--- config.mk ---
export PLATFORM = sky130hd
export DESIGN_NAME = kfe_frame_pack
export DESIGN_NICKNAME = d
export VERILOG_FILES = /design/src/sv/kfe_pkg.sv /design/src/sv/kfe_frame_pack.sv
export SDC_FILE = /design/constraint.sdc
export NUM_CORES = 1
export LEC_CHECK = 0
export ABC_AREA = 0
export BUFFER_PORTS_ARGS = -buffer_cell sky130_fd_sc_hd__buf_4
export CORE_AREA = 2 2 102 104
export DETAILED_ROUTE_END_ITERATION = 10
export DIE_AREA = 0 0 104 106
export PLACE_DENSITY = 0.5
export SYNTH_ARGS = -nofsm -noshare
export SYNTH_HDL_FRONTEND = slang
export SYNTH_SLANG_ARGS = --single-unit
--- constraint.sdc ---
create_clock -name vclk -period 1.6
set_clock_uncertainty 0.1 [all_clocks]
set_input_delay 0.32 -clock vclk [all_inputs]
set_output_delay 0.32 -clock vclk [all_outputs]
set_load 0.02 [all_outputs]
--- src/sv/kfe_pkg.sv ---
// kfe_pkg: shared types, constants and cipher functions of the key fob frame encoder
// used by kfe_round_cell, kfe_frame_pack and keyfob_frame_encrypt; no dependencies
package kfe_pkg;

  localparam int unsigned NumLoad   = 32;
  localparam int unsigned NumFeed   = 32;
  localparam int unsigned NumRounds = NumLoad + NumFeed;

  // filter and feedback constants of the cipher
  localparam logic [15:0] LutA   = 16'h2C79;
  localparam logic [15:0] LutB   = 16'h6671;
  localparam logic [31:0] FiltC  = 32'h7907287B;
  localparam logic [47:0] FbTaps = 48'hB38083220073;

  // configuration register indexes
  localparam logic CfgSerial = 1'b0;
  localparam logic CfgSeed   = 1'b1;

  typedef struct packed {
    logic [15:0] counter;
    logic [3:0]  button;
  } kfe_in_t;

  typedef struct packed {
    logic [63:0] frame_head;
    logic [23:0] frame_tail;
    logic [31:0] iv_word;
  } kfe_out_t;

  // what one round stage holds
  typedef struct packed {
    logic [47:0] st;
    logic [31:0] w;
    logic [31:0] orig;
  } kfe_round_t;

  // nonlinear filter over the 48-bit state
  function automatic logic nlf(logic [47:0] st);
    logic [4:0] g;
    g[0] = LutA[{st[41], st[42], st[44], st[45]}];
    g[1] = LutB[{st[32], st[33], st[35], st[39]}];
    g[2] = LutB[{st[21], st[24], st[26], st[30]}];
    g[3] = LutB[{st[14], st[16], st[18], st[19]}];
    g[4] = LutA[{st[1], st[3], st[4], st[13]}];
    return FiltC[g];
  endfunction

  // linear feedback parity
  function automatic logic lfb(logic [47:0] st);
    return ^(st & FbTaps);
  endfunction

endpackage

--- src/sv/kfe_frame_pack.sv ---
// kfe_frame_pack: packs serial, counter bits, hop bytes and check byte into the frame
// depends on kfe_pkg
module kfe_frame_pack (
  input  kfe_pkg::kfe_round_t data_i,
  input  logic [31:0]         serial_i,
  output kfe_pkg::kfe_out_t   frame_o
);
  import kfe_pkg::*;

  logic [7:0]  iv0, iv1, iv2, iv3;
  logic [7:0]  iw0, iw1, iw2, iw3;
  logic [7:0]  h0, h1a, h2a, h3a, h4, h1, h2, h3, hx;
  logic [15:0] mix;
  logic [7:0]  fr [11];

  always_comb begin
    // after the load rounds the iv word is back in place
    iv0 = data_i.orig[7:0];
    iv1 = data_i.orig[15:8];
    iv2 = data_i.orig[23:16];
    iv3 = data_i.orig[31:24];
    iw0 = data_i.w[7:0];
    iw1 = data_i.w[15:8];
    iw2 = data_i.w[23:16];
    iw3 = data_i.w[31:24];

    h0  = iw0;
    h1a = {iw1[6:0], h0[7]};
    h2a = {iw2[6:0], iw1[7]};
    hx  = {h1a[6:0], h0[6]};
    h3a = {iw3[6:0], iw2[7]};
    h4  = {data_i.st[6:0], iw3[7]};
    h1  = {h2a[6:0], h1a[7]};
    h2  = {h3a[6:0], h2a[7]};
    h3  = {h4[6:0], h3a[7]};

    mix = {iv2[3:0], iv1, iv0[7:4]};

    fr[0]  = serial_i[31:24];
    fr[1]  = serial_i[23:16];
    fr[2]  = serial_i[15:8];
    fr[3]  = serial_i[7:0];
    fr[4]  = {iv0[3:0], mix[9:6]};
    fr[5]  = {mix[5:0], h3[1:0]};
    fr[6]  = h2;
    fr[7]  = h1;
    fr[8]  = hx;
    fr[9]  = {h0[5:0], 2'b10};
    fr[10] = fr[0] ^ fr[1] ^ fr[2] ^ fr[3] ^ fr[4] ^ fr[5] ^ fr[6] ^ fr[7] ^ fr[8] ^ fr[9];

    frame_o.frame_head = {fr[0], fr[1], fr[2], fr[3], fr[4], fr[5], fr[6], fr[7]};
    frame_o.frame_tail = {fr[8], fr[9], fr[10]};
    frame_o.iv_word    = {iv0, iv1, iv2, iv3};
  end

endmodule

==> key figures, run 1 <==
Outcome
  • Result of the run: finished, violations left
  • Violated checks: setup timing

Finish
  • Clock buffers: 0
  • Sequential cell area: 0 um2
  • Filler instances: 1073
  • Post-route cell area: 2640 um2
  • Area grow syn2layout: 75.8%
  • Ant diodes: 0
  • Fin nets: 409
  • Most used cells in the layout excluding fill and tap cells: sky130_fd_sc_hd__buf_4 (176), sky130_fd_sc_hd__xnor2_1 (25), sky130_fd_sc_hd__xnor2_2 (24)
  • Most frequent standard cell in the layout excluding fill and tap cells: sky130_fd_sc_hd__buf_4
  • Layout sequential cell count: 0
  • Fraction of layout cells with a size suffix above 1: 85.6%

Logic synthesis
  • Largest family of logic cells by synthesized area: buffers and inverters
  • Adder and majority gate portion of the synthesized area: 0%
  • Unique cell type count in the Yosys netlist: 5
  • Warnings, synthesis: 0
  • Register area share after synthesis: 0%
  • Cells after synthesis: 176
  • Total standard cell area after synthesis: 1500 um2
  • Synth Area per Inst: 8.53 um2
  • Share of the synthesized area in compound gates (AO/OA/AOI/OAI): 0%
  • Share of cell area taken by muxes after synthesis: 0%
  • Simple-gate share of the synthesized area: 0%
  • Synthesized net count: 320
  • Post-synthesis xor/xnor area fraction: 43.5%

Worst setup path
  • Worst EP arrival: 1.32 ns
  • Beginning of the critical path: data_i[7]
  • Critical Path Sink Type: output port
  • Start-to-end type of the worst setup path: input pin to output port
  • Required time at the endpoint of the critical path: 1.18 ns
  • Capture point of the worst path: frame_o[37]
  • Worst setup SP type: input pin
  • Worst-path maximum fanout: 2

Timing
  • Final Slew Violations: 0
  • Fmax: 575 MHz
  • Post-route worst setup slack: -0.138 ns
  • Period Utilization, post-route: 109%
  • Final setup viols: 8
  • Time the worst path needs with I/O delays and setup: 1.74 ns
  • Final Hold Viols: 0
  • Fin Hold WS: 0.540 ns
  • Unrepaired setup endpoints after global routing: true

Pwr
  • Proportion of power drawn by the clock network: 0%
  • Switching portion of total power: 44.6%
  • Power per cell area: 541 nW/um2
  • Sequential share of power: 0%
  • Maximum VDD drop: 174 uV
  • Part of the total power dissipated in combinational logic: 100.0%
  • Leakage: 1.39 nW
  • Internal power contribution: 0.791 mW
  • Net load switching power: 0.637 mW

Floorplanning
  • Starting density of the core: 15.0%
  • Std-Cell Rows: 37
  • Area of the core: 10000 um2
  • Number of placed I/O pins: 264
  • Die width: 104 um
  • Die area: 11000 um2
  • Die height: 106 um

Place
  • Post-place instance area: 2380 um2
  • Last weighted congestion value of the routability-driven placer: 0.720
  • Dpl hpwl: 3730 um
  • Count of buffers inserted at the top-level ports: 178

Global route
  • Global-route wire length before repair: 5780 um
  • Pin count of the biggest net entering global routing: 4
  • Global route overflow: 0
  • Initial antenna violation count: 0
  • Global-route usage over all layers: 6.16%
  • Vias in the first global route: 1147

Job
  • Number of max-capacitance violations reported: 0

Clocking
  • CTS Hold Buffers Added: 0

Route
  • Via-per-instance ratio: 3.14
  • Drt total wl: 4100 um
  • Post-detailed-route wirelength per cell: 10.3 um
  • Residual DRC count: 0
  • Number of DRC violations after detailed-routing iteration 0: 29
  • Residual antenna-violating net count after detailed routing: 0
  • Number of search-and-repair iterations in the first detailed-routing pass: 3
  • DR vias: 1251

Hold path
  • Type of the most critical hold path: input pin to output port
==> cells in the mapped netlist <==
| library cell | count | area, um2 |
|---|---|---|
| sky130_fd_sc_hd__conb_1 | 2 | 7.51 |
| sky130_fd_sc_hd__xnor3_1 | 8 | 180 |
| sky130_fd_sc_hd__xor2_1 | 3 | 26.3 |
| sky130_fd_sc_hd__xnor2_1 | 51 | 447 |
| sky130_fd_sc_hd__buf_4 | 112 | 841 |
==> how the worst min path moves through the flow <==
| stage | startpoint | endpoint | cells after the start | slack [ns] |
|---|---|---|---|---|
| after floorplan | data_i[24] | frame_o[0] | 1 | 0.65 |
| after global placement | data_i[25] | frame_o[1] | 0 | 0.54 |
| after detailed placement | data_i[25] | frame_o[1] | 0 | 0.54 |
| after CTS | data_i[25] | frame_o[1] | 0 | 0.54 |
| after global routing | data_i[18] | frame_o[10] | 0 | 0.54 |
| final | data_i[20] | frame_o[12] | 0 | 0.54 |
==> final cells by class <==
type                       count  area, um2  share of cell area [%]
tap                          136        170                    6.45
timing repair buffer         199       1590                    60.3
multi-input combinational     64        878                    33.3
==> stage by stage <==
stage	power, mW	utilization [%]	worst slack [ns]	std cells	TNS [ns]
2_1_floorplan	0.973	-	-0.000326	176	-0.000326
3_3_place_gp	1.36	23.8	-0.238	399	-1.47
3_5_place_dp	1.36	23.8	-0.245	399	-1.46
4_1_cts	1.43	25.5	-0.169	399	-1.17
5_1_grt	1.50	26.4	-0.222	399	-1.34
6_report	1.43	26.4	-0.138	399	-0.981
==> routing by layer <==
metal  wire length, um  vias to the layer above  share of wire, %  global-route usage [%]
met5                 0                        -                 0                       0
met4                 2                        0             0.049                   0.193
met3               346                        2               8.4                    1.29
met2              2360                       66                58                    11.9
met1              1390                      583                34                    7.34
li1                  -                      600                 -                       -
==> repair_timing <==
| item | 4_1_cts | 5_1_grt |
|---|---|---|
| setup endpoints to repair | 8 | 8 |
| gates resized for setup | 30 | 16 |
| setup buffers | 0 | 0 |
| pin swaps | 22 | 16 |
==> critical path, stage by stage <==
cell and delay, ns:
sky130_fd_sc_hd__buf_8 0.10, sky130_fd_sc_hd__xnor2_2 0.14, sky130_fd_sc_hd__xnor3_1 0.45, sky130_fd_sc_hd__xnor2_2 0.15, sky130_fd_sc_hd__buf_4 0.16
==> power by group through the flow <==
stage,clock network [mW],logic [mW],registers [mW]
2_1_floorplan,0,0.973,0
4_1_cts,0,1.43,0
5_1_grt,0,1.50,0
3_3_place_gp,0,1.36,0
6_report,0,1.43,0
3_5_place_dp,0,1.36,0
==> cells by family (layout without fill, tap and decap cells) <==
group                     after synthesis  after routing
buffers and inverters                 112            199
other                                   2              2
xor gates and xnor gates               62             62
(Power assumes the default switching activity.)
==> run 2, diff against run 1 <==
==> config.mk (replaced) <==
export PLATFORM = sky130hd
export DESIGN_NAME = kfe_frame_pack
export DESIGN_NICKNAME = d
export VERILOG_FILES = /design/src/sv/kfe_pkg.sv /design/src/sv/kfe_frame_pack.sv
export SDC_FILE = /design/constraint.sdc
export NUM_CORES = 1
export LEC_CHECK = 0
export CORE_AREA = 2 2 101 103
export DETAILED_ROUTE_END_ITERATION = 10
export DIE_AREA = 0 0 103 105
export DONT_BUFFER_PORTS = 1
export PLACE_DENSITY = 0.3
export SYNTH_ARGS = -nofsm -noshare
export SYNTH_HDL_FRONTEND = slang
export SYNTH_SLANG_ARGS = --single-unit
==> run 2 against run 1 <==
Utilization down 15 points. Highest routed layer unchanged. Die area down 1.9%. Worst setup slack better by 0.11 ns. The flow still finishes with violations (setup timing). Largest cell class is now multi-input gates. Sequential share of layout area unchanged. Largest power group unchanged.
==> key figures, run 2 (synthesis results as in run 1) <==
Outcome
  • Result of the run: finished, violations left (unchanged)
  • Violated checks: setup timing (unchanged)

Floorplanning
  • Die height: 105 um (was 106 um)
  • Number of placed I/O pins: 264 (unchanged)
  • Die area: 10800 um2 (was 11000 um2)
  • Area of the core: 9640 um2 (was 10000 um2)
  • Die width: 103 um (was 104 um)
  • Std-Cell Rows: 36 (was 37)
  • Starting density of the core: 15.6% (was 15.0%)

Timing
  • Period Utilization, post-route: 102% (was 109%)
  • Fin Hold WS: 0.540 ns (unchanged)
  • Unrepaired setup endpoints after global routing: true (unchanged)
  • Transition time of the tightest slew-check pin: 0.516 ns
  • Post-route worst setup slack: -0.0286 ns (was -0.138 ns)
  • Summed negative setup slack over all endpoints: -0.0671 ns (was -0.981 ns)
  • Time the worst path needs with I/O delays and setup: 1.63 ns (was 1.74 ns)
  • Final setup viols: 3 (was 8)
  • Final Slew Violations: 0 (unchanged)
  • Final Hold Viols: 0 (unchanged)
  • Max transition margin: 65.4%
  • Fmax: 614 MHz (was 575 MHz)

Clocking
  • CTS Hold Buffers Added: 0 (unchanged)
  • Number of setup buffers added after CTS: 0 (unchanged)

Pwr
  • Maximum VDD drop: 264 uV (was 174 uV)
  • Power per cell area: 663 nW/um2 (was 541 nW/um2)
  • Leakage: 0.406 nW (was 1.39 nW)

Worst setup path
  • Peak per-stage delay on the critical path: 0.46 ns (was 0.45 ns)
  • Number of buffer and inverter instances along the worst setup path: 1 (was 2)
  • Family of cells with the greatest summed delay on the critical path: XOR/XNOR gates (unchanged)
  • Worst EP arrival: 1.21 ns (was 1.32 ns)
  • Required time at the endpoint of the critical path: 1.18 ns (about the same)
  • Start-to-end type of the worst setup path: input pin to output port (unchanged)
  • Critical Path Sink Type: output port (unchanged)
  • Ordered list of cells on the worst path: xnor2_4 -> xnor3_2 -> xnor2_2 -> buf_4 (was buf_8 -> xnor2_2 -> xnor3_1 -> xnor2_2 -> buf_4)
  • Worst setup SP type: input pin (unchanged)
  • Worst-path maximum fanout: 2 (unchanged)
  • Critical path's slowest cell: sky130_fd_sc_hd__xnor3_2 (was sky130_fd_sc_hd__xnor3_1)

Finish
  • Final cell utilization of the core: 11.8% (was 26.4%)
  • Post-route cell area: 1140 um2 (was 2640 um2)
  • Most frequent standard cell in the layout excluding fill and tap cells: sky130_fd_sc_hd__xnor2_1 (was sky130_fd_sc_hd__buf_4)
  • Filler instances: 1103 (was 1073)
  • Area grow syn2layout: -24.3% (was 75.8%)
  • Fin nets: 215 (was 409)
  • Multi-input combinational cell area: 933 um2 (was 878 um2)
  • Layout sequential cell count: 0 (unchanged)
  • Clock buffers: 0 (unchanged)
  • Ant diodes: 0 (unchanged)
  • Fraction of layout cells with a size suffix above 1: 40.6% (was 85.6%)
  • Most used cells in the layout excluding fill and tap cells: sky130_fd_sc_hd__xnor2_1 (30), sky130_fd_sc_hd__xnor2_2 (11), sky130_fd_sc_hd__xnor2_4 (10) (was sky130_fd_sc_hd__buf_4 (176), sky130_fd_sc_hd__xnor2_1 (25), sky130_fd_sc_hd__xnor2_2 (24))
  • Sequential cell area: 0 um2 (unchanged)

Global route
  • Vias in the first global route: 583 (was 1147)
  • Global route overflow: 0 (unchanged)
  • Initial antenna violation count: 0 (unchanged)
  • Global-route wire length before repair: 3160 um (was 5780 um)
  • Pin count of the biggest net entering global routing: 4 (unchanged)
  • Global-route usage over all layers: 3.73% (was 6.16%)

Place
  • Last weighted congestion value of the routability-driven placer: 0.613 (was 0.720)
  • Post-place instance area: 925 um2 (was 2380 um2)
  • Worst slack at placement: -0.157 ns (was -0.245 ns)
  • Count of buffers inserted at the top-level ports: 0 (was 178)

Route
  • Number of DRC violations after detailed-routing iteration 0: 10 (was 29)
  • DR vias: 542 (was 1251)
  • Number of search-and-repair iterations in the first detailed-routing pass: 2 (was 3)
  • Residual DRC count: 0 (unchanged)
  • Drt total wl: 2420 um (was 4100 um)
  • Post-detailed-route wirelength per cell: 12.0 um (was 10.3 um)
  • Via-per-instance ratio: 2.68 (was 3.14)
  • Residual antenna-violating net count after detailed routing: 0 (unchanged)

Job
  • Number of max-capacitance violations reported: 0 (unchanged)

Hold path
  • Type of the most critical hold path: input pin to output port (unchanged)
[run 2: timing repair]
item,CTS,global route
pin swaps,12,6
endpoints found under the setup margin,8,8
resized for setup,17,8
[run 2: layer usage]
metal | wire length, um | vias up | GRT usage [%]
met2 | 1280 | 93 | 7.37
met3 | 363 | 12 | 1.34
met1 | 731 | 229 | 3.46
met4 | 47 | 0 | 1.03
met5 | 0 | - | 0
li1 | - | 208 | -
[run 2: area by class of cell]
| cell class | instances | area share [%] |
|---|---|---|
| multi-input combinational | 64 | 82.1 |
| tap | 133 | 14.6 |
| timing repair buffer | 5 | 3.30 |
[run 2: stage by stage]
stage	std cells	power [mW]
after floorplan	176	0.973
after global placement	202	0.688
after detailed placement	202	0.693
after CTS	202	0.734
after global routing	202	0.800
final	202	0.754
[run 2: worst paths after layout]
path,start,to,slack [ns],cells past startpoint
worst max-delay path,data_i[56],frame_o[34],-0.03,4
worst min-delay path,data_i[27],frame_o[3],0.54,0
[run 2: power by group]
| part | switching (mW) | internal [mW] |
|---|---|---|
| Sequential | 0 | 0 |
| Combinational | 0.321 | 0.433 |
| Clock | 0 | 0 |
