$ cat config.mk
export PLATFORM = sky130hd
export DESIGN_NAME = kfe_round_cell
export DESIGN_NICKNAME = d
export VERILOG_FILES = /design/src/sv/kfe_pkg.sv /design/src/sv/kfe_round_cell.sv
export SDC_FILE = /design/constraint.sdc
export NUM_CORES = 1
export LEC_CHECK = 0
export BUFFER_PORTS_ARGS = -buffer_cell sky130_fd_sc_hd__buf_4
export CORE_MARGIN = 4
export CORE_UTILIZATION = 40
export CTS_CLUSTER_DIAMETER = 40
export DETAILED_ROUTE_END_ITERATION = 8
export PLACE_DENSITY = 0.75
export SYNTH_ARGS = -nofsm -noshare
export SYNTH_HDL_FRONTEND = slang
export SYNTH_SLANG_ARGS = --single-unit
$ cat constraint.sdc
create_clock -name clk_i -period 1 [get_ports clk_i]
set_input_delay 0.05 -clock clk_i [delete_from_list [all_inputs] [get_ports clk_i]]
set_output_delay 0.05 -clock clk_i [all_outputs]
set_load 0.02 [all_outputs]
$ cat src/sv/kfe_pkg.sv
// kfe_pkg: shared types, constants and cipher functions of the key fob frame encoder
// used by kfe_round_cell, kfe_frame_pack and keyfob_frame_encrypt; no dependencies
package kfe_pkg;

  localparam int unsigned NumLoad   = 32;
  localparam int unsigned NumFeed   = 32;
  localparam int unsigned NumRounds = NumLoad + NumFeed;

  // filter and feedback constants of the cipher
  localparam logic [15:0] LutA   = 16'h2C79;
  localparam logic [15:0] LutB   = 16'h6671;
  localparam logic [31:0] FiltC  = 32'h7907287B;
  localparam logic [47:0] FbTaps = 48'hB38083220073;

  // configuration register indexes
  localparam logic CfgSerial = 1'b0;
  localparam logic CfgSeed   = 1'b1;

  typedef struct packed {
    logic [15:0] counter;
    logic [3:0]  button;
  } kfe_in_t;

  typedef struct packed {
    logic [63:0] frame_head;
    logic [23:0] frame_tail;
    logic [31:0] iv_word;
  } kfe_out_t;

  // what one round stage holds
  typedef struct packed {
    logic [47:0] st;
    logic [31:0] w;
    logic [31:0] orig;
  } kfe_round_t;

  // nonlinear filter over the 48-bit state
  function automatic logic nlf(logic [47:0] st);
    logic [4:0] g;
    g[0] = LutA[{st[41], st[42], st[44], st[45]}];
    g[1] = LutB[{st[32], st[33], st[35], st[39]}];
    g[2] = LutB[{st[21], st[24], st[26], st[30]}];
    g[3] = LutB[{st[14], st[16], st[18], st[19]}];
    g[4] = LutA[{st[1], st[3], st[4], st[13]}];
    return FiltC[g];
  endfunction

  // linear feedback parity
  function automatic logic lfb(logic [47:0] st);
    return ^(st & FbTaps);
  endfunction

endpackage

$ cat src/sv/kfe_round_cell.sv
// kfe_round_cell: one registered cipher round, load (iv mixing) or feed (keystream)
// depends on kfe_pkg
module kfe_round_cell #(
  parameter bit Feed = 1'b0
) (
  input  logic               clk_i,
  input  logic               rst_ni,
  input  logic               en_i,
  input  logic               vld_i,
  input  kfe_pkg::kfe_round_t data_i,
  output logic               vld_o,
  output kfe_pkg::kfe_round_t data_o
);
  import kfe_pkg::*;

  kfe_round_t data_d, data_q;
  logic       vld_q;
  logic       ob;

  always_comb begin
    data_d = data_i;
    ob     = data_i.orig[31];
    if (Feed) begin
      data_d.w  = {data_i.w[30:0], nlf(data_i.st)};
      data_d.st = {data_i.st[46:0], lfb(data_i.st)};
    end else begin
      data_d.st   = {data_i.st[46:0], data_i.w[31] ^ nlf(data_i.st) ^ ob};
      data_d.w    = {data_i.w[30:0], 1'b0};
      data_d.orig = {data_i.orig[30:0], ob};
    end
  end

  always_ff @(posedge clk_i or negedge rst_ni) begin
    if (!rst_ni) begin
      vld_q <= 1'b0;
    end else if (en_i) begin
      vld_q <= vld_i;
    end
  end

  always_ff @(posedge clk_i) begin
    if (en_i) begin
      data_q <= data_d;
    end
  end

  assign vld_o  = vld_q;
  assign data_o = data_q;

endmodule

==> flow_metrics.tcl, run 1 <==
set metrics [dict create \
    status "did not finish" \
    lastStage "clock tree synthesis (4_1_cts)" \
    tool.error "[ERROR RSZ-0060] Max buffer count reached." \
    ys_ff_latch 112 \
    cts_buffer_depth 2 \
    numCtsBuffers 9 \
    placed_cell_area_um2 5900 \
    syn_inst 169 \
    ctsResizeCount 15 \
    hpwl_um 7740 \
    synth_area_leaders "edfxtp_1 87%, ha_1 4.5%, inv_1 1.2%, mux4_2 1.2%, o31ai_4 1.1%" \
    synthDistinctLibCells 26 \
    clock_sinks 112 \
    rows 35 \
    place_congestion 0.745 \
    yosys.area.top_type_share_pct 86.6 \
    yosys.area.top_type "edfxtp_1" \
    syn_nets 299 \
    postSynthAreaPerCell_um2 22.8 \
    hold_buffers 112 \
    initial_core_util_pct 41.5 \
    pre_cts_ws_ns -0.893 \
    die_w_um 106 \
    cts_setup_buffers 0 \
    seq_area_frac_synth_pct 87.2 \
    die_h_um 106 \
    syn_area_um2 3850 \
    cts_root_buf "clkbuf_8" \
    port_buffers 226 \
    ys_warn_count 0 \
    cts_max_level 3 \
    ios 229 \
]
==> synth_stat cells <==
library cell	n
a21oi_1	3
a21oi_2	1
a311oi_2	1
and2_1	1
and2b_1	1
and2b_2	1
buf_4	1
conb_1	1
dfrtp_1	1
edfxtp_1	111
ha_1	14
inv_1	12
mux2_2	1
mux2i_1	1
mux4_2	2
nand2_1	2
nand2b_1	2
nor2_1	3
nor3_1	1
o211ai_1	1
o21a_1	1
o21ai_0	1
o31ai_1	1
o31ai_4	2
xnor2_1	2
xor2_1	1
==> per-stage QoR <==
stage / TNS, ns / std cells / util (%)
floorplan: -0.720 / 169 / -
global placement: -0.880 / 540 / 63.5
detailed placement: -0.893 / 540 / 63.5
==> logic make-up after synthesis <==
family / synth area share [%]
fa+ha+maj: 4.55
other cells: 0.0974
simple gates: 1.53
mux: 1.72
buf+inv: 1.36
xor+xnor: 0.683
compound gates: 2.83
flops: 87.2
==> inputs of run 2 (changes only) <==
--- a/config.mk
+++ b/config.mk
@@ -7,10 +7,9 @@
 export LEC_CHECK = 0
 export BUFFER_PORTS_ARGS = -buffer_cell sky130_fd_sc_hd__buf_4
 export CORE_MARGIN = 4
-export CORE_UTILIZATION = 40
-export CTS_CLUSTER_DIAMETER = 40
+export CORE_UTILIZATION = 25
 export DETAILED_ROUTE_END_ITERATION = 8
-export PLACE_DENSITY = 0.75
+export PLACE_DENSITY_LB_ADDON = 0.15
 export SYNTH_ARGS = -nofsm -noshare
 export SYNTH_HDL_FRONTEND = slang
 export SYNTH_SLANG_ARGS = --single-unit
==> flow_metrics.tcl, run 2 <==
set metrics [dict create \
    status "complete, but fails checks" \
    violations "negative setup slack" \
    syn_area_um2 3850 \
    slew_violations 0 \
    final_common_cell "buf_4" \
    cp_max_fo 3 \
    largest_reg_flops 111 \
    use_met1_pct 13.4 \
    cts_setup_buffers 0 \
    drt-initial-drc-count 62 \
    layout.nets 668 \
    first_pass_iters 4 \
    yosys.area.top_type "edfxtp_1" \
    first_global_vias 3201 \
    yosys.area.top_type_share_pct 86.6 \
    vias 2922 \
    pre_cts_ws_ns -0.917 \
    hold_slack_ns 0.0897 \
    async_flop_share_pct 0.893 \
    ant_nets 0 \
    postSynthAreaPerCell_um2 22.8 \
    power_density_nw_per_um2 1530 \
    grt_pass1_wl_um 16700 \
    synth.most_common_cell "edfxtp_1" \
    cts_root_buf "clkbuf_16" \
    cts_tree "yes" \
    design_area_um2 7440 \
    finalWorstSetupSlack_ns -0.526 \
    grt.busiest_layer "met2" \
    die-area_um2 17400 \
    drc 0 \
    seq_area_frac_synth_pct 87.2 \
    period_share_pct 153 \
    hold_viol 0 \
    wirelength_um 10800 \
    ys_warn_count 0 \
    crit_required_ns 1.10 \
    port_buffers 226 \
    hpwl_um 7610 \
    fmax_ghz 0.655 \
    synthDistinctLibCells 26 \
    cts_buffer_depth 2 \
    power_leakage_nw 3.16 \
    worstHoldPathType "in2reg" \
    antennaDiodeCount 0 \
    nFillCells 1304 \
    synth-edff-count 111 \
    core_um2 15100 \
    synth_area_leaders "edfxtp_1 87%, ha_1 4.5%, inv_1 1.2%, mux4_2 1.2%, o31ai_4 1.1%" \
    ys_ff_latch 112 \
    fin_worst_skew_ns 0 \
    crit_arrival_ns 1.62 \
    antenna_found_initial 0 \
    drive_gt1_share_pct 50.5 \
    crit_path_cell_trace "buf_4, ha_4, mux4_2, ha_4, inv_2, nor3_2, a311oi_2, a21oi_2, xnor2_1" \
    synth_common_cells "111 x edfxtp_1, 14 x ha_1, 12 x inv_1" \
    cpMostUsedCell "ha_4" \
    clk_latency_ns 0.35 \
    die_h_um 132 \
    clock_sinks 112 \
    cap_viol_max_count 0 \
    syn_nets 299 \
    area_growth_pct 93.2 \
    globalRoute.totalOverflow 0 \
    finalPower_mw 11.4 \
    critPathCaptureType "register" \
    rows 45 \
    final_cell_mix "237 x buf_4, 113 x dlygate4sd3_1, 111 x edfxtp_1, 12 x ha_1, 10 x inv_1" \
    grtUsageMet2_pct 20.8 \
    worstSetupPathType "in2reg" \
    setup_viol 1 \
    path_clk_slew_ns 0.08 \
    startpoint_type "input port" \
    use_met3_pct 5.53 \
    ios 229 \
    grt_max_degree 30 \
    cp_slowest_stage_delay_ns 0.51 \
    wl_per_cell_um 14.7 \
    vias_per_cell 4.00 \
    syn_inst 169 \
    numCtsBuffers 9 \
    period_needed_ns 1.53 \
    place_congestion 0.687 \
    peakVddDrop_v 0.000732 \
    track_usage_pct 12.3 \
    die_w_um 132 \
    synth_ff_type "edfxtp_1" \
    placed_cell_area_um2 5990 \
    critPathSlowestCell "mux4_2" \
    cts_max_level 3 \
    rsz0062_at_grt "yes" \
    initial_core_util_pct 25.4 \
]
-- run 2: cell counts after synthesis --
Identical to the previous run, type by type.
-- run 2: final timing paths --
kind	start	slack (ns)	endpoint	cells after the start
max in group asynchronous	rst_ni	0.38	vld_o	3
worst min register to register	vld_o	0.51	vld_o	1
min in group asynchronous	rst_ni	0.52	vld_o	3
worst max-delay path	data_i[109]	-0.53	data_o[64]	9
worst min-delay path	en_i	0.09	data_o[111]	1
worst max register to register	vld_o	0.26	vld_o	1
-- run 2: what timing repair did --
action / in CTS / in global routing
endpoints found under the setup margin: 2 / 5
endpoints found under the hold margin: 112 / 0
resized for setup: 3 / 6
pin swaps: 1 / 0
hold buffers: 113 / 0
-- run 2: logic make-up (layout without fill, tap and decap cells) --
logic type | count (synthesis) | after routing | synth area share, %
buf+inv | 13 | 387 | 1.36
mux | 4 | 4 | 1.72
xor+xnor | 3 | 3 | 0.683
fa+ha+maj | 14 | 14 | 4.55
other cells | 1 | 1 | 0.0974
simple gates | 11 | 11 | 1.53
compound gates | 11 | 11 | 2.83
flops | 112 | 112 | 87.2
-- run 2: area by class of cell --
class,instances,area (µm²),share of cell area (%)
Clock buffer,10,229,3.08
Timing Repair Buffer,359,3040,40.8
Tap cell,188,235,3.16
Multi-Input combinational cell,44,474,6.38
Clock inverter,6,53.8,0.723
Sequential cell,112,3360,45.1
Inverter,12,50.0,0.673
-- run 2: critical path: cells and delay by family --
| family | cells | cell delay, ns |
|---|---|---|
| compound gates | 2 | 0.31 |
| xor+xnor | 1 | 0.13 |
| fa+ha+maj | 2 | 0.40 |
| buf+inv | 2 | 0.18 |
| mux | 1 | 0.51 |
| simple gates | 1 | 0.04 |
-- run 2: per-stage QoR --
stage          std cells  TNS, ns  utilization (%)
2_1_floorplan        169   -0.720                -
3_3_place_gp         602   -0.887             39.6
3_5_place_dp         602   -0.917             39.6
4_1_cts              731   -0.515             49.0
5_1_grt              731   -0.603             49.1
6_report             731   -0.526             49.1
-- run 2: where the power goes --
group | total [mW] | switching [mW] | internal, mW
registers | 5.69 | 0.112 | 5.58
logic | 2.22 | 1.02 | 1.20
clock network | 3.44 | 1.71 | 1.73
-- run 2: per-layer routing --
layer  share of wire [%]  vias up
li1                    -     1386
met1                  38     1377
met2                  50      144
met3                  11       15
met4                 1.9        0
met5                   0        -
Note: power is estimated with default switching activity, not from simulation.
==> inputs of run 3 (changes only) <==
--- a/config.mk
+++ b/config.mk
@@ -5,11 +5,13 @@
 export SDC_FILE = /design/constraint.sdc
 export NUM_CORES = 1
 export LEC_CHECK = 0
+export ABC_AREA = 1
 export BUFFER_PORTS_ARGS = -buffer_cell sky130_fd_sc_hd__buf_4
 export CORE_MARGIN = 4
 export CORE_UTILIZATION = 25
 export DETAILED_ROUTE_END_ITERATION = 8
 export PLACE_DENSITY_LB_ADDON = 0.15
+export SKIP_CTS_REPAIR_TIMING = 1
 export SYNTH_ARGS = -nofsm -noshare
 export SYNTH_HDL_FRONTEND = slang
 export SYNTH_SLANG_ARGS = --single-unit
==> flow_metrics.tcl, run 3 <==
set metrics [dict create \
    wirelength_um 11400 \
    rr_endpoint "vld_o" \
    grt_pass1_wl_um 15300 \
    ys_ff_latch 112 \
    ant_nets 0 \
    path_clk_slew_ns 0.08 \
    cpLargestDelayFamily "adder cells" \
    crit_arrival_ns 1.38 \
    p_sw_mw 2.85 \
    switching_share_pct 24.5 \
    die_h_um 134 \
    reg2reg_depth 1 \
    rsz0062_at_grt "yes" \
    antenna_found_initial 0 \
    yosys.area.top_type_share_pct 83.8 \
    drive_gt1_share_pct 48.7 \
    cpMostUsedCell "nand2_1" \
    dp_cells 672 \
    synthDistinctLibCells 22 \
    core_um2 15400 \
    syn_inst 218 \
    fmax_ghz 0.784 \
    hold_viol 0 \
    clkPwrFrac_pct 31.5 \
    vias 3064 \
    cp_slowest_stage_delay_ns 0.28 \
    power_density_nw_per_um2 1520 \
    period_share_pct 128 \
    numCtsBuffers 9 \
    final_cells 800 \
    cp_max_fo 3 \
    cts_max_level 3 \
    cap_viol_max_count 0 \
    globalRoute.totalOverflow 0 \
    finalWorstSetupSlack_ns -0.276 \
    async_flop_share_pct 0.893 \
    worstSetupPathType "in2reg" \
    violations "negative setup slack" \
    peakVddDrop_v 0.000760 \
    port_buffers 226 \
    drt-initial-drc-count 121 \
    pwr-share-comb_pct 19.6 \
    power_leakage_nw 3.33 \
    place_congestion 0.713 \
    hold_slack_ns 0.00891 \
    final_common_cell "buf_4" \
    vias_per_cell 3.83 \
    final_cell_mix "237 x buf_4, 111 x edfxtp_1, 111 x dlygate4sd3_1, 30 x nand2_1, 20 x inv_1" \
    synth_area_leaders "edfxtp_1 84%, ha_1 4.4%, nand2_1 3.0%, inv_1 2.3%, nand3_1 0.88%" \
    syn_nets 348 \
    p_int_mw 8.76 \
    initial_core_util_pct 25.9 \
    syn_area_um2 3980 \
    die-area_um2 18000 \
    r2r-start "vld_o" \
    crit_required_ns 1.11 \
    worst-path-buf-inv 2 \
    pre_cts_ws_ns -0.709 \
    synth_ff_type "edfxtp_1" \
    cts_root_buf "clkbuf_16" \
    placed_cell_area_um2 6150 \
    first_global_vias 2707 \
    yosys.area.top_type "edfxtp_1" \
    synth.most_common_cell "edfxtp_1" \
    cts_tree "yes" \
    layout.nets 714 \
    setup_viol 1 \
    drc 0 \
    rows 45 \
    ys_warn_count 0 \
    track_usage_pct 11.4 \
    slew_violations 0 \
    wl_per_cell_um 14.3 \
    design_area_um2 7620 \
    clk_latency_ns 0.34 \
    seq_area_frac_synth_pct 84.5 \
    hpwl_um 8560 \
    utilization_pct 49.5 \
    startpoint_type "input port" \
    seqPwrFrac_pct 49.0 \
    path_depth 11 \
    critPathCaptureType "register" \
    cts_buffer_depth 2 \
    worstHoldPathType "in2async" \
    first_pass_iters 4 \
    synth-edff-count 111 \
    largest_reg_flops 111 \
    crit_path_cell_trace "buf_4, inv_1, ha_1, o21ai_1, o21ai_4, ha_1, nand3b_1, nand3_4, nand2_1, nand2_1, nand2_1" \
    ff2ff_setup_slack_ns 0.25 \
    status "complete, but fails checks" \
    synth_common_cells "111 x edfxtp_1, 32 x nand2_1, 24 x inv_1" \
    grt_max_degree 29 \
    clock_sinks 112 \
    ios 229 \
    postSynthAreaPerCell_um2 18.2 \
    critPathSlowestCell "ha_1" \
    die_w_um 134 \
    crit_start "data_i[103]" \
    fin_worst_skew_ns 0 \
    period_needed_ns 1.28 \
    antennaDiodeCount 0 \
    area_growth_pct 91.5 \
]
## run 3: cell types whose count changed after synthesis, sizes merged, moves of 2 or more
cell    change
a21oi       -3
and2b       -2
clkinv      +3
inv        +16
mux4        -2
nand2      +34
nand2b      -2
nand3      +11
o21ai       +3
o31ai       -3
xnor2       -2
## run 3: power by group through the flow
| stage | Sequential (mW) | Clock, mW | Combinational [mW] |
|---|---|---|---|
| final | 5.68 | 3.65 | 2.27 |
| after global routing | 5.72 | 4.00 | 2.43 |
| after CTS | 5.69 | 3.83 | 1.92 |
| after detailed placement | 5.79 | 0 | 1.91 |
| after global placement | 5.78 | 0 | 1.89 |
| after floorplan | 6.28 | 0 | 0.246 |
## run 3: area by class of cell
| cell class | instances | area [µm²] |
|---|---|---|
| clock buffer | 10 | 229 |
| clock inverter | 6 | 77.6 |
| fill | 1339 | 7750 |
| inverter | 31 | 129 |
| multi-input combinational | 74 | 543 |
| sequential | 112 | 3360 |
| tap | 211 | 264 |
| timing repair buffer | 356 | 3020 |
## run 3: how the worst max path moves through the flow
| stage | to |
|---|---|
| 6_report | data_o[64] |
| 5_1_grt | data_o[64] |
| 4_1_cts | data_o[64] |
| 3_5_place_dp | data_o[64] |
| 3_3_place_gp | data_o[64] |
| 2_1_floorplan | data_o[64] |
## run 3: logic make-up after synthesis
family / share of synthesized area [%]
xor+xnor: 0.220
other cells: 0.0943
fa+ha+maj: 4.41
flops: 84.5
mux: 0.283
simple gates: 6.51
compound gates: 0.912
buf+inv: 3.12
## run 3: through the flow
step	power [mW]	TNS, ns
2_1_floorplan	6.52	-0.467
3_3_place_gp	7.68	-0.693
3_5_place_dp	7.70	-0.709
4_1_cts	11.4	-0.321
5_1_grt	12.2	-0.375
6_report	11.6	-0.276
## run 3: per-layer routing
| layer | track usage (%) | vias to the layer above | wire (µm) |
|---|---|---|---|
| met3 | 5.03 | 9 | 968 |
| met5 | 0 | - | 0 |
| met2 | 19.9 | 139 | 5860 |
| li1 | - | 1503 | - |
| met4 | 4.24 | 0 | 133 |
| met1 | 12.2 | 1413 | 4460 |
==> inputs of run 4 (changes only) <==
--- a/config.mk
+++ b/config.mk
@@ -5,10 +5,10 @@
 export SDC_FILE = /design/constraint.sdc
 export NUM_CORES = 1
 export LEC_CHECK = 0
-export ABC_AREA = 1
 export BUFFER_PORTS_ARGS = -buffer_cell sky130_fd_sc_hd__buf_4
 export CORE_MARGIN = 4
-export CORE_UTILIZATION = 25
+export CORE_UTILIZATION = 43
+export CTS_CLUSTER_SIZE = 8
 export DETAILED_ROUTE_END_ITERATION = 8
 export PLACE_DENSITY_LB_ADDON = 0.15
 export SKIP_CTS_REPAIR_TIMING = 1
==> flow_metrics.tcl, run 4 <==
set metrics [dict create \
    tool.error "[ERROR RSZ-0060] Max buffer count reached." \
    numCtsBuffers 9 \
    cts_buffer_depth 2 \
    synthDistinctLibCells 26 \
    syn_nets 299 \
    clock_sinks 112 \
    rows 34 \
    syn_inst 169 \
    yosys.area.top_type_share_pct 86.6 \
    seq_area_frac_synth_pct 87.2 \
    postSynthAreaPerCell_um2 22.8 \
    synth_area_leaders "edfxtp_1 87%, ha_1 4.5%, inv_1 1.2%, mux4_2 1.2%, o31ai_4 1.1%" \
    port_buffers 226 \
    syn_area_um2 3850 \
    ios 229 \
    grt_max_degree 53 \
    die_h_um 103 \
    lastStage "global routing (5_1_grt)" \
    synth_ff_type "edfxtp_1" \
    cts_max_level 3 \
    async_flop_share_pct 0.893 \
    place_congestion 0.774 \
    hpwl_um 7580 \
    status "did not finish" \
    synth_common_cells "111 x edfxtp_1, 14 x ha_1, 12 x inv_1" \
    ys_ff_latch 112 \
    cts_root_buf "clkbuf_8" \
    initial_core_util_pct 44.1 \
    worstEndpointType "register input" \
    dp_cells 524 \
    synth.most_common_cell "edfxtp_1" \
    ys_warn_count 0 \
    yosys.area.top_type "edfxtp_1" \
    synth-edff-count 111 \
    die_w_um 103 \
    grt_repair_worst_endpoint "data_o[64]$_DFFE_PP_/D" \
]
==> run 4: changes by cell type after synthesis, moves of 2 or more <==
| cell | before | now |
|---|---|---|
| xnor2_1 | 0 | 2 |
| nand2_1 | 32 | 2 |
| mux4_2 | 0 | 2 |
| nand3_1 | 7 | 0 |
| nand2_2 | 3 | 0 |
| nand3_4 | 2 | 0 |
| inv_2 | 4 | 0 |
| a21oi_1 | 1 | 3 |
| nand3_2 | 2 | 0 |
| nand2b_1 | 0 | 2 |
| o21ai_0 | 3 | 1 |
| inv_1 | 24 | 12 |
| o31ai_4 | 0 | 2 |
| clkinv_1 | 3 | 0 |
==> run 4: kinds of logic after synthesis <==
kind of cell / synth area share (%)
compound gates: 2.83
other cells: 0.0974
simple gates: 1.53
buf+inv: 1.36
flops: 87.2
xor+xnor: 0.683
mux: 1.72
fa+ha+maj: 4.55
==> run 4: through the flow <==
stage | area (µm²) | setup slack (ns) | hold WS (ns)
2_1_floorplan | 3880 | -0.720 | -0.246
3_3_place_gp | 5910 | -0.876 | -0.174
3_5_place_dp | 5910 | -0.915 | -0.174
4_1_cts | 6110 | -0.521 | -0.568
